## config.mk

```make
export PLATFORM = sky130hd
export DESIGN_NAME = tcp_front
export DESIGN_NICKNAME = d
export VERILOG_FILES = /design/src/sv/tensor_coherence_pixel_assert.svh /design/src/sv/tcp_pkg.sv /design/src/sv/tcp_front.sv
export SDC_FILE = /design/constraint.sdc
export NUM_CORES = 2
export LEC_CHECK = 0
export ABC_AREA = 0
export ABC_CLOCK_PERIOD_IN_PS = 10000
export BUFFER_PORTS_ARGS = -buffer_cell sky130_fd_sc_hd__buf_2
export CELL_PAD_IN_SITES_DETAIL_PLACEMENT = 0
export CELL_PAD_IN_SITES_GLOBAL_PLACEMENT = 1
export CORE_UTILIZATION = 52
export DETAILED_ROUTE_END_ITERATION = 7
export PLACE_DENSITY_LB_ADDON = 0.1
export SETUP_SLACK_MARGIN = 0.5
export SLEW_MARGIN = 20
export SYNTH_ARGS = -nofsm -noshare
export SYNTH_HDL_FRONTEND = slang
export SYNTH_SLANG_ARGS = --single-unit
export TNS_END_PERCENT = 50
```

## constraint.sdc

```tcl
create_clock -name clk_i -period 10 [get_ports clk_i]
set_input_delay 0.5 -clock clk_i [delete_from_list [all_inputs] [get_ports clk_i]]
set_output_delay 0.5 -clock clk_i [all_outputs]
set_load 0.01 [all_outputs]
```

## src/sv/tensor_coherence_pixel_assert.svh

```systemverilog
// assertion macros for the coherence pipeline
`ifndef TENSOR_COHERENCE_PIXEL_ASSERT_SVH
`define TENSOR_COHERENCE_PIXEL_ASSERT_SVH

// implication checked on every clock edge outside reset
`define TCP_ASSERT_IMP(label, ante, cons) \
  label: assert property (@(posedge clk_i) disable iff (!rst_ni) (ante) |-> (cons)) \
    else $error("tcp check failed");

// implication whose consequent is checked in the cycle after the antecedent
`define TCP_ASSERT_NEXT(label, ante, cons) \
  label: assert property (@(posedge clk_i) disable iff (!rst_ni) (ante) |=> (cons)) \
    else $error("tcp check failed");

`endif

```

## src/sv/tcp_pkg.sv

```systemverilog
`timescale 1ns / 1ps
package tcp_pkg;

  localparam int unsigned RootW  = 33;
  localparam int unsigned QuotW  = 17;
  localparam logic [QuotW-1:0] OneQ16 = 17'd65536;

  // register byte addresses
  localparam logic [2:0] AddrFloor = 3'd0;

  typedef struct packed {
    logic [31:0] tensor_xx;
    logic [31:0] tensor_yy;
    logic signed [31:0] tensor_xy;
  } in_item_t;

  typedef struct packed {
    logic [16:0] coherence;
    logic        flat_pixel;
  } out_item_t;

  // side info carried with each pixel
  typedef struct packed {
    logic        flat;
    logic        zero_trace;
    logic [32:0] trace;
  } side_t;

endpackage

```

## src/sv/tcp_front.sv

```systemverilog
`timescale 1ns / 1ps
// trace, differences and squares, spread sum
module tcp_front (
  input  logic              clk_i,
  input  logic              rst_ni,
  input  logic              valid_i,
  input  tcp_pkg::in_item_t item_i,
  input  logic [32:0]       floor_i,
  output logic              valid_o,
  output logic [65:0]       spread_o,
  output tcp_pkg::side_t    side_o
);

  logic        v1_q, v2_q;
  logic [31:0] diff_q, xyabs_q;
  tcp_pkg::side_t side1_q, side2_q;
  logic [63:0] dsq_q, csq_q;
  logic [32:0] trace_d;
  logic [31:0] xyabs_d;

  assign trace_d = {1'b0, item_i.tensor_xx} + {1'b0, item_i.tensor_yy};
  assign xyabs_d = item_i.tensor_xy[31] ? (~item_i.tensor_xy + 32'd1) : item_i.tensor_xy;

  // valid bits
  always_ff @(posedge clk_i or negedge rst_ni) begin
    if (!rst_ni) begin
      v1_q <= 1'b0;
      v2_q <= 1'b0;
    end else begin
      v1_q <= valid_i;
      v2_q <= v1_q;
    end
  end

  // stage one: magnitudes and trace
  always_ff @(posedge clk_i) begin
    diff_q  <= (item_i.tensor_xx >= item_i.tensor_yy) ? item_i.tensor_xx - item_i.tensor_yy
                                                      : item_i.tensor_yy - item_i.tensor_xx;
    xyabs_q <= xyabs_d;
    side1_q.trace      <= trace_d;
    side1_q.flat       <= trace_d < floor_i;
    side1_q.zero_trace <= trace_d == 33'd0;
  end

  // stage two: squares (2xy squared is 4 * |xy| squared)
  always_ff @(posedge clk_i) begin
    dsq_q   <= diff_q * diff_q;
    csq_q   <= xyabs_q * xyabs_q;
    side2_q <= side1_q;
  end

  assign valid_o  = v2_q;
  assign spread_o = {2'b00, dsq_q} + {csq_q, 2'b00};
  assign side_o   = side2_q;

endmodule

```

==> summary.md <==
| Metric | Value |
|---|---|
| Num CTS Buffers | `37` |
| Sequential-to-total area share from yosys stat | `0.07089` |
| Vias in the first global route | `58440` |
| Post-CTS setup buffers | `0` |
| CTS sink cnt | `260` |
| Setup Skew | `0.04184 ns` |
| CP max FO | `11` |
| Die Wd | `378.1 um` |
| 1st-pass router iterations | `5` |
| Crit. End Element | `flip-flop` |
| Slew headroom | `0.1912` |
| Synth warnings | `0` |
| GPL Wtd Cong | `between 0.8 and 0.9` |
| Max Fclk | `about 0.11 GHz` |
| Post-DP HPWL | `168800 um` |
| Skew-Pair Late Insertion Delay | `0.60 ns` |
| Synth Register Bits | `between 200 and 300` |
| Most frequent cells in the layout | `inv_1 (2090), fa_1 (1590), ha_1 (778)` |
| Clock tree root buffer cell | `clkbuf_16` |
| TritonCTS clock tree | `built` |
| Max H-tree Level | `2` |
| DRC Markers | `0` |
| Final Cycle Share | `0.9149` |
| WL/cell | `slightly below 20 um` |
| Starting Density | `0.5260` |
| Crit Path Category | `reg -> reg` |
| Syn nets | `10520` |
| Most common cell after layout, fill and taps aside | `inv_1` |
| Top FF cell, synth | `dfxtp_1` |
| Initial antenna violation count | `8` |
| Slew @ Worst Pin | `1.212 ns` |
| Final setup viols | `0` |
| Post-Syn Area | `0.07357 sq mm` |
| GRT overflow | `0` |
| Vias post-DR | `approximately 53000` |
| Rows | `around 140` |
| Starting DRT DRC Count | `between 2000 and 3000` |
| Avg Inst Size Synth | `slightly above 9 sq um` |
| Hold path depth | `1` |
| Routed wire length | `198500 um` |
| Max-slew violations | `0` |
| GRT Util Overall | `0.2899` |
| First-pass GRT wire length | `318800 um` |
| Max capacitance violation total | `0` |
| Final ANT Viol Nets | `0` |
| FF-to-FF path depth | `25` |
| Worst EP required | `approximately 10 ns` |
| Hold Vio Cnt, Final | `0` |
| Area growth, synth to finish | `6.085%` |
| Via density | `about 5.3` |
| IO buf count | `~230` |
| Tmin final | `just over 9 ns` |
| Die height | `378.1 um` |
| CTS max path bufs | `3` |
| Final std cells w/o fill | `approximately 10000` |
| Status | `complete, no violations` |
| Clock transition at path regs | `~0.060 ns` |
| Worst min path class | `in -> reg` |
| Pin count of the biggest net entering global routing | `36` |
| # nets final | `~11000` |
| Post-synth ARST share | `0.007692` |
| Setup crit start kind | `flip-flop` |
| Core ar. | `around 0.14 sq mm` |
| Synth Instances | `about 8000` |
| WP data arrival | `9.60 ns` |
| Synth cell types | `between 80 and 90` |
| Share of cells above drive strength 1 | `0.05879` |
| EDFF count, synth | `0` |
| Ports | `around 230` |
| Die area | `about 0.14 sq mm` |
| TNS Setup | `0 ns` |
| Dpl cells | `just under 10000` |
| RSZ-0062 raised after global routing | `true` |
## synth_stat cells (15+ instances only)
| cell type | number | area share |
|---|---|---|
| a211oi_1 | 22 | 0.0022 |
| a21boi_0 | 15 | 0.0015 |
| a21o_1 | 125 | 0.013 |
| a21oi_1 | 333 | 0.023 |
| a31o_2 | 27 | 0.0032 |
| a31oi_1 | 39 | 0.0033 |
| a41oi_1 | 17 | 0.0020 |
| and2_1 | 449 | 0.038 |
| and3_1 | 22 | 0.0019 |
| clkbuf_1 | 278 | 0.014 |
| dfxtp_1 | 258 | 0.070 |
| fa_1 | 1590 | 0.43 |
| ha_1 | 778 | 0.13 |
| inv_1 | 2090 | 0.11 |
| mux2i_1 | 17 | 0.0023 |
| nand2_1 | 653 | 0.033 |
| nand2b_1 | 33 | 0.0028 |
| nand3_1 | 50 | 0.0034 |
| nand4_1 | 59 | 0.0050 |
| nor2_1 | 217 | 0.011 |
| nor2b_1 | 52 | 0.0044 |
| nor3_1 | 40 | 0.0027 |
| o21a_1 | 18 | 0.0018 |
| o21ai_0 | 158 | 0.011 |
| o21bai_1 | 76 | 0.0078 |
| o31ai_1 | 19 | 0.0019 |
| or2_2 | 17 | 0.0014 |
| xnor2_1 | 234 | 0.028 |
| xor2_1 | 113 | 0.013 |
## worst max-delay path: stages (launching register included)
cell        delay [ns]
dfxtp_1           0.69
clkinvlp_4        0.44
nor2_1            0.31
fa_1              0.47
fa_1              0.49
fa_1              0.52
inv_1             0.05
fa_1              0.47
inv_1             0.05
fa_1              0.48
fa_1              0.56
fa_1              0.43
fa_1              0.45
ha_1              0.41
a21o_1            0.21
a31o_2            0.23
and2_1            0.18
o41ai_1           0.34
nand3_1           0.39
a21oi_1           0.46
o41ai_1           0.19
a311oi_2          0.43
nor3_1            0.14
nor3_1            0.33
a21oi_1           0.13
xor2_1            0.15
## registers in the layout, indices dropped and copies added, names as in the netlist
name	flops
diff_q	31
side_o	34
side1_q	35
dsq_q	63
xyabs_q	32
valid_o	1
csq_q	63
v1_q	1
## layout make-up
cell class | count | area [sq um]
fill | 12970 | 61830
sequential | 260 | 5230
inverter | 2101 | 7893
timing repair buffer | 327 | 1954
clock inverter | 19 | 329.1
multi-input combinational | 5361 | 59270
clock buffer | 45 | 1017
antenna | 3 | 7.507
tap | 1876 | 2347
## kinds of logic (layout without fill, tap and decap cells)
group | count (synthesis) | after routing | share of synthesized area
AO/OA/AOI/OAI | 969 | 969 | 0.08444
XOR/XNOR | 351 | 351 | 0.04220
adder cells (fa/ha/maj) | 2368 | 2368 | 0.5650
buffers and inverters | 2402 | 2492 | 0.1239
flip-flops | 260 | 260 | 0.07089
multiplexers | 20 | 20 | 0.002772
other | 1 | 4 | 0.00005097
AND/OR/NAND/NOR | 1652 | 1652 | 0.1108
## path summary, 6_finish.rpt
| path | startpoint | endpoint | slack [ns] |
|---|---|---|---|
| worst max-delay path | xyabs_q[7]$_DFF_P_ | csq_q[61]$_DFF_P_ | 0.85 |
| worst min-delay path | item_i[0] | xyabs_q[0]$_DFF_P_ | 0.05 |
| worst max register to register | xyabs_q[7]$_DFF_P_ | csq_q[61]$_DFF_P_ | 0.85 |
| worst min register to register | side1_q[23]$_DFF_P_ | side_o[23]$_DFF_P_ | 0.32 |
| max in group asynchronous | rst_ni | v1_q$_DFF_PN0_ | 9.69 |
| min in group asynchronous | rst_ni | valid_o$_DFF_PN0_ | 0.21 |
## per-stage QoR
stage                     hold slack (ns)  worst slack (ns)    util  cell area, sq um
after floorplan                    0.2044             1.942       -             73570
after global placement             0.2878            0.8520  0.5480             76650
after detailed placement           0.2878            0.7985  0.5480             76650
after CTS                         0.01357            0.7245  0.5578             78010
after global routing              0.04019            0.4600  0.5579             78040
final                             0.04969            0.8509  0.5580             78040
## layer usage
| layer | global-route usage | up-vias | wire length (um) |
|---|---|---|---|
| met2 | 0.4887 | 1415 | 96740 |
| met1 | 0.3889 | 27080 | 84830 |
| li1 | - | 24380 | - |
| met5 | 0 | - | 0 |
| met4 | 0.09717 | 0 | 7109 |
| met3 | 0.03175 | 286 | 9800 |
## timing repair
action | in CTS | in global routing
setup endpoints to repair | 0 | 7
hold endpoints to repair | 3 | 0
hold buffers | 2 | 0
resized for setup | 0 | 9
Power is left out: the tool's default activity adds up to more than one toggle a clock period on the data nets, which glitch-free logic cannot reach.
