`src/sv/tensor_coherence_pixel_assert.svh`:
```
// assertion macros for the coherence pipeline
`ifndef TENSOR_COHERENCE_PIXEL_ASSERT_SVH
`define TENSOR_COHERENCE_PIXEL_ASSERT_SVH

// implication checked on every clock edge outside reset
`define TCP_ASSERT_IMP(label, ante, cons) \
  label: assert property (@(posedge clk_i) disable iff (!rst_ni) (ante) |-> (cons)) \
    else $error("tcp check failed");

// implication whose consequent is checked in the cycle after the antecedent
`define TCP_ASSERT_NEXT(label, ante, cons) \
  label: assert property (@(posedge clk_i) disable iff (!rst_ni) (ante) |=> (cons)) \
    else $error("tcp check failed");

`endif

```
`src/sv/tcp_pkg.sv`:
```
`timescale 1ns / 1ps
package tcp_pkg;

  localparam int unsigned RootW  = 33;
  localparam int unsigned QuotW  = 17;
  localparam logic [QuotW-1:0] OneQ16 = 17'd65536;

  // register byte addresses
  localparam logic [2:0] AddrFloor = 3'd0;

  typedef struct packed {
    logic [31:0] tensor_xx;
    logic [31:0] tensor_yy;
    logic signed [31:0] tensor_xy;
  } in_item_t;

  typedef struct packed {
    logic [16:0] coherence;
    logic        flat_pixel;
  } out_item_t;

  // side info carried with each pixel
  typedef struct packed {
    logic        flat;
    logic        zero_trace;
    logic [32:0] trace;
  } side_t;

endpackage

```
`src/sv/tcp_div.sv`:
```
`timescale 1ns / 1ps
// pipelined restoring divider for root*2^16 / trace, one quotient bit per stage
module tcp_div (
  input  logic                 clk_i,
  input  logic                 rst_ni,
  input  logic                 valid_i,
  input  logic [32:0]          root_i,
  input  tcp_pkg::side_t       side_i,
  output logic                 valid_o,
  output tcp_pkg::out_item_t   item_o
);

  // sixteen quotient bits: root < trace keeps the quotient below 2^16
  localparam int unsigned N = tcp_pkg::QuotW - 1;

  logic [N-1:0]   v_q;
  logic [32:0]    rem_q  [N];
  logic [N-1:0]   quo_q  [N];
  logic           big_q  [N];
  logic           any_q  [N];
  tcp_pkg::side_t side_q [N];

  // valid bits travel with the stages
  always_ff @(posedge clk_i or negedge rst_ni) begin
    if (!rst_ni) begin
      v_q <= '0;
    end else begin
      v_q <= {v_q[N-2:0], valid_i};
    end
  end

  for (genvar s = 0; s < N; s++) begin : g_stage
    logic [32:0]    rem_in;
    logic [N-1:0]   quo_in;
    logic           big_in;
    logic           any_in;
    tcp_pkg::side_t side_in;
    logic [33:0]    shl;
    if (s == 0) begin : g_first
      // remainder starts as the root; a root at or above the trace saturates
      assign rem_in  = root_i;
      assign quo_in  = '0;
      assign big_in  = root_i >= side_i.trace;
      assign any_in  = root_i != 33'd0;
      assign side_in = side_i;
    end else begin : g_next
      assign rem_in  = rem_q[s-1];
      assign quo_in  = quo_q[s-1];
      assign big_in  = big_q[s-1];
      assign any_in  = any_q[s-1];
      assign side_in = side_q[s-1];
    end
    // low bits of root*2^16 are all zero
    assign shl = {rem_in, 1'b0};
    always_ff @(posedge clk_i) begin
      side_q[s] <= side_in;
      big_q[s]  <= big_in;
      any_q[s]  <= any_in;
      if (shl >= {1'b0, side_in.trace}) begin
        rem_q[s] <= 33'(shl - {1'b0, side_in.trace});
        quo_q[s] <= {quo_in[N-2:0], 1'b1};
      end else begin
        rem_q[s] <= shl[32:0];
        quo_q[s] <= {quo_in[N-2:0], 1'b0};
      end
    end
  end

  // final select: flat, zero trace, saturation, else the quotient
  always_comb begin
    item_o.flat_pixel = side_q[N-1].flat;
    if (side_q[N-1].flat) begin
      item_o.coherence = '0;
    end else if (side_q[N-1].zero_trace) begin
      item_o.coherence = any_q[N-1] ? tcp_pkg::OneQ16 : '0;
    end else if (big_q[N-1]) begin
      item_o.coherence = tcp_pkg::OneQ16;
    end else begin
      item_o.coherence = {1'b0, quo_q[N-1]};
    end
  end

  assign valid_o = v_q[N-1];

endmodule

```
`config.mk`:
```
export PLATFORM = sky130hd
export DESIGN_NAME = tcp_div
export DESIGN_NICKNAME = d
export VERILOG_FILES = /design/src/sv/tensor_coherence_pixel_assert.svh /design/src/sv/tcp_pkg.sv /design/src/sv/tcp_div.sv
export SDC_FILE = /design/constraint.sdc
export NUM_CORES = 2
export LEC_CHECK = 0
export BUFFER_PORTS_ARGS = -buffer_cell sky130_fd_sc_hd__buf_2
export CAP_MARGIN = 30
export CORE_MARGIN = 2
export CORE_UTILIZATION = 40
export CTS_CLUSTER_DIAMETER = 30
export CTS_CLUSTER_SIZE = 24
export DETAILED_ROUTE_END_ITERATION = 7
export GPL_TIMING_DRIVEN = 1
export SLEW_MARGIN = 20
export SYNTH_ARGS = -nofsm -noshare
export SYNTH_HDL_FRONTEND = slang
export SYNTH_SLANG_ARGS = --single-unit
```
`constraint.sdc`:
```
create_clock -name clk_i -period 8 [get_ports clk_i]
set_input_delay 1.2 -clock clk_i [delete_from_list [all_inputs] [get_ports clk_i]]
set_output_delay 1.2 -clock clk_i [all_outputs]
set_load 0.1 [all_outputs]
```
==> summary.txt <==
Run status
  – Outcome: finished, final reports clean

Global routing
  – Global-route usage over all layers: 0.187
  – Grt total ovfl: 0
  – Gr busiest metal: met2
  – Initial antenna violation count: 0
  – Vias in the first global route: 45100
  – M3 GR Usage: 0.0306
  – GRT met1 Usage: 0.189
  – Met2 GRT Util: 0.363
  – First-pass GRT wire length: 224 mm
  – Largest net degree at the start of global routing: 65

Clock tree
  – CTS sink cnt: 1206
  – TritonCTS Buffers: 290
  – CTS root buf: clkbuf_16
  – CTS Hold Bufs: 0
  – Worst skew pair latency: 0.85 ns
  – Max clock buf depth: 4
  – CTS tree: done
  – Clk slew on worst S/H paths: 0.04 ns
  – Post-CTS Setup Bufs: 0
  – Resize count post-CTS: 0
  – Max H-tree Level: 5

Placement
  – Final GP Congestion: 0.896
  – Cells after DPL: 8140
  – Dpl hpwl: 109 mm
  – Placed Area: 0.0604 mm2
  – PortBufs: 89

Drt
  – Detail Route Antenna Nets: 0
  – DR pass1 iterations: 5
  – Drt wl/cell: 16.2 um
  – Routed Wire Length: 140 mm
  – Vias per Instance: 5.10
  – First DRT Iteration DRCs: 1672
  – DR vias: 44100
  – Residual DRC: 0

Flow run
  – Max cap viols: 0

Yosys
  – Synth area leaders: dfxtp_1 (41%), ha_1 (12%), a21oi_1 (4.9%)
  – Top cells by count, synth: dfxtp_1 (1190), inv_1 (658), a21oi_1 (567), ha_1 (560), nand2_1 (386)
  – Area leader, netlist: dfxtp_1
  – Cells after Synth: 6273
  – Synth Net Count: 6919
  – Top cell type's share of synthesized area: 0.412
  – Syn Area/Cell: 9.22 um2
  – Top-count cell post-synth: dfxtp_1
  – Ys Warns: 0
  – Register area share after synthesis: 0.419
  – Cell Area, Synth: 0.0579 mm2
  – FF+latch count, synth: 1206
  – Yosys cell types: 86
  – Post-synth ARST share: 0.0133
  – Synth Flop Type: dfxtp_1
  – EDFF count, synth: 0

Floorplanning
  – Die Span Y: 384 um
  – Die W: 384 um
  – IO Pins: 90
  – Full die area: 0.148 mm2
  – Core area: 0.144 mm2
  – Initial Util: 0.403
  – Row Count: 139

Critical path
  – CP Data Arrival Time: 5.17 ns
  – Worst Setup End Kind: flop
  – FF-to-FF path depth: 14
  – R2R Path Start: rem_q[1][33]$_SDFF_PN0_
  – Crit start category: flop
  – Kind of critical path: reg2reg
  – Critical-path maximum fanout: 27
  – R2R Setup Slk: 3.54 ns
  – Worst Path Required: 8.71 ns
  – Worst reg2reg path endpoint: rem_q[1][72]$_DFF_P_

STA
  – TNS Setup: 0 ns
  – Min Tclk post-route: 4.46 ns
  – RSZ-0062 raised after global routing: false
  – Fin Clk Skew: 0.0617 ns
  – Fmax: 224 MHz
  – Max-slew headroom: 0.354
  – Final setup viols: 0
  – Max Slew Vio Count: 0
  – Period utilisation layout: 0.558
  – Worst-Margin Slew: 0.966 ns
  – Final hold violations: 0

Pwr
  – Flop pwr share: 0.258
  – Clock network fraction of total power: 0.324
  – Max VDD drop: 0.000270 V
  – PwrDens: 497 mW/mm2
  – Switch share: 0.356
  – Psw: 12.4 mW
  – Power Internal: 22.4 mW
  – Total power: 34.7 mW
  – Combinational power share: 0.418
  – Leakage: 32.6 nW

Worst hold path
  – Hold/Removal Path Class: in2async

Finish
  – Non-filler cells, final: 8639
  – Share of cells above drive strength 1: 0.127
  – Nets: 7175
  – Final Cell Area: 0.0699 mm2
  – Inserted Diodes: 0
  – P&R area growth vs syn: 20.9%
==> placed cells by master (no fill, tap or decap), types with 66 or more instances in the layout <==
cell type | synthesis | routed
a21o_1 | 283 | 283
a21oi_1 | 567 | 564
buf_2 | 9 | 90
clkbuf_16 | 0 | 297
dfxtp_1 | 1190 | 1190
ha_1 | 560 | 560
inv_1 | 658 | 658
mux2_2 | 215 | 215
nand2_1 | 386 | 386
nand2b_1 | 66 | 66
nand3_1 | 102 | 102
nand4_1 | 90 | 90
nor2_1 | 345 | 344
nor2b_1 | 83 | 83
nor3_1 | 88 | 87
o21ai_0 | 376 | 376
o21bai_1 | 72 | 72
xnor2_1 | 257 | 257
xor2_1 | 173 | 173
==> worst max path at each step <==
| stage | end | start | cells after the start | slack, ns |
|---|---|---|---|---|
| 2_1_floorplan | rem_q[0][10]$_DFF_P_ | root_i[0] | 13 | 3.88 |
| 3_3_place_gp | rem_q[0][31]$_DFF_P_ | root_i[11] | 13 | 3.52 |
| 3_5_place_dp | rem_q[0][31]$_DFF_P_ | root_i[11] | 13 | 3.47 |
| 4_1_cts | rem_q[1][84]$_DFF_P_ | rem_q[1][33]$_SDFF_PN0_ | 14 | 3.52 |
| 5_1_grt | rem_q[0][234]$_DFF_P_ | side_q[0][221]$_DFF_P_ | 14 | 3.23 |
| 6_report | rem_q[1][72]$_DFF_P_ | rem_q[1][33]$_SDFF_PN0_ | 14 | 3.54 |
==> state kept, by name (all words and copies together) (netlist names) <==
register / cells
side_q: 527
rem_q: 495
quo_q: 136
any_q: 16
big_q: 16
v_q: 16
==> power groups by stage <==
stage	Combinational, mW	Sequential (mW)	Clock (mW)
after floorplan	11.5	8.62	0
after global placement	14.3	9.07	0
after detailed placement	14.4	9.07	0
after CTS	14.5	8.98	11.5
after global routing	16.2	9.15	11.8
final	14.5	8.96	11.3
==> worst max-delay path, cell delays in order, from the launching register on <==
cell	delay, ns
dfxtp_1	0.32
inv_1	0.07
fa_1	0.46
nor2b_1	0.18
o2111ai_1	0.15
a21boi_0	0.34
a311oi_1	0.16
nor2_1	0.22
a41oi_1	0.36
o21a_1	0.34
o21ai_0	0.27
nor2_1	0.13
a211oi_4	0.47
buf_4	0.42
mux2_2	0.39
==> area by class of cell <==
cell class	count	area, um2
Fill cell	13300	73700
Multi-Input combinational cell	4261	30700
Sequential cell	1206	24200
Clock buffer	373	8110
Inverter	659	2470
Tap cell	1903	2380
Clock inverter	126	1470
Timing Repair Buffer	111	608
==> through the flow <==
stage	util	worst slack (ns)	hold slack [ns]
2_1_floorplan	-	3.88	0.310
3_3_place_gp	0.420	3.52	0.310
3_5_place_dp	0.420	3.47	0.312
4_1_cts	0.487	3.52	0.211
5_1_grt	0.487	3.23	0.248
6_report	0.487	3.54	0.270
==> kinds of logic (layout without fill, tap and decap cells) <==
| family | after synthesis | in the layout | synth area share |
|---|---|---|---|
| buf+inv | 806 | 1269 | 0.0533 |
| xor+xnor | 430 | 430 | 0.0651 |
| simple gates | 1343 | 1343 | 0.111 |
| flops | 1206 | 1206 | 0.419 |
| compound gates | 1680 | 1680 | 0.180 |
| mux | 233 | 233 | 0.0456 |
| fa+ha+maj | 575 | 575 | 0.126 |
==> routing by layer <==
metal	share of wire	routed length, um
met1	0.39	54500
met2	0.53	73900
met3	0.033	4560
met4	0.049	6850
met5	0	0
Note: power is estimated with default switching activity, not from simulation.
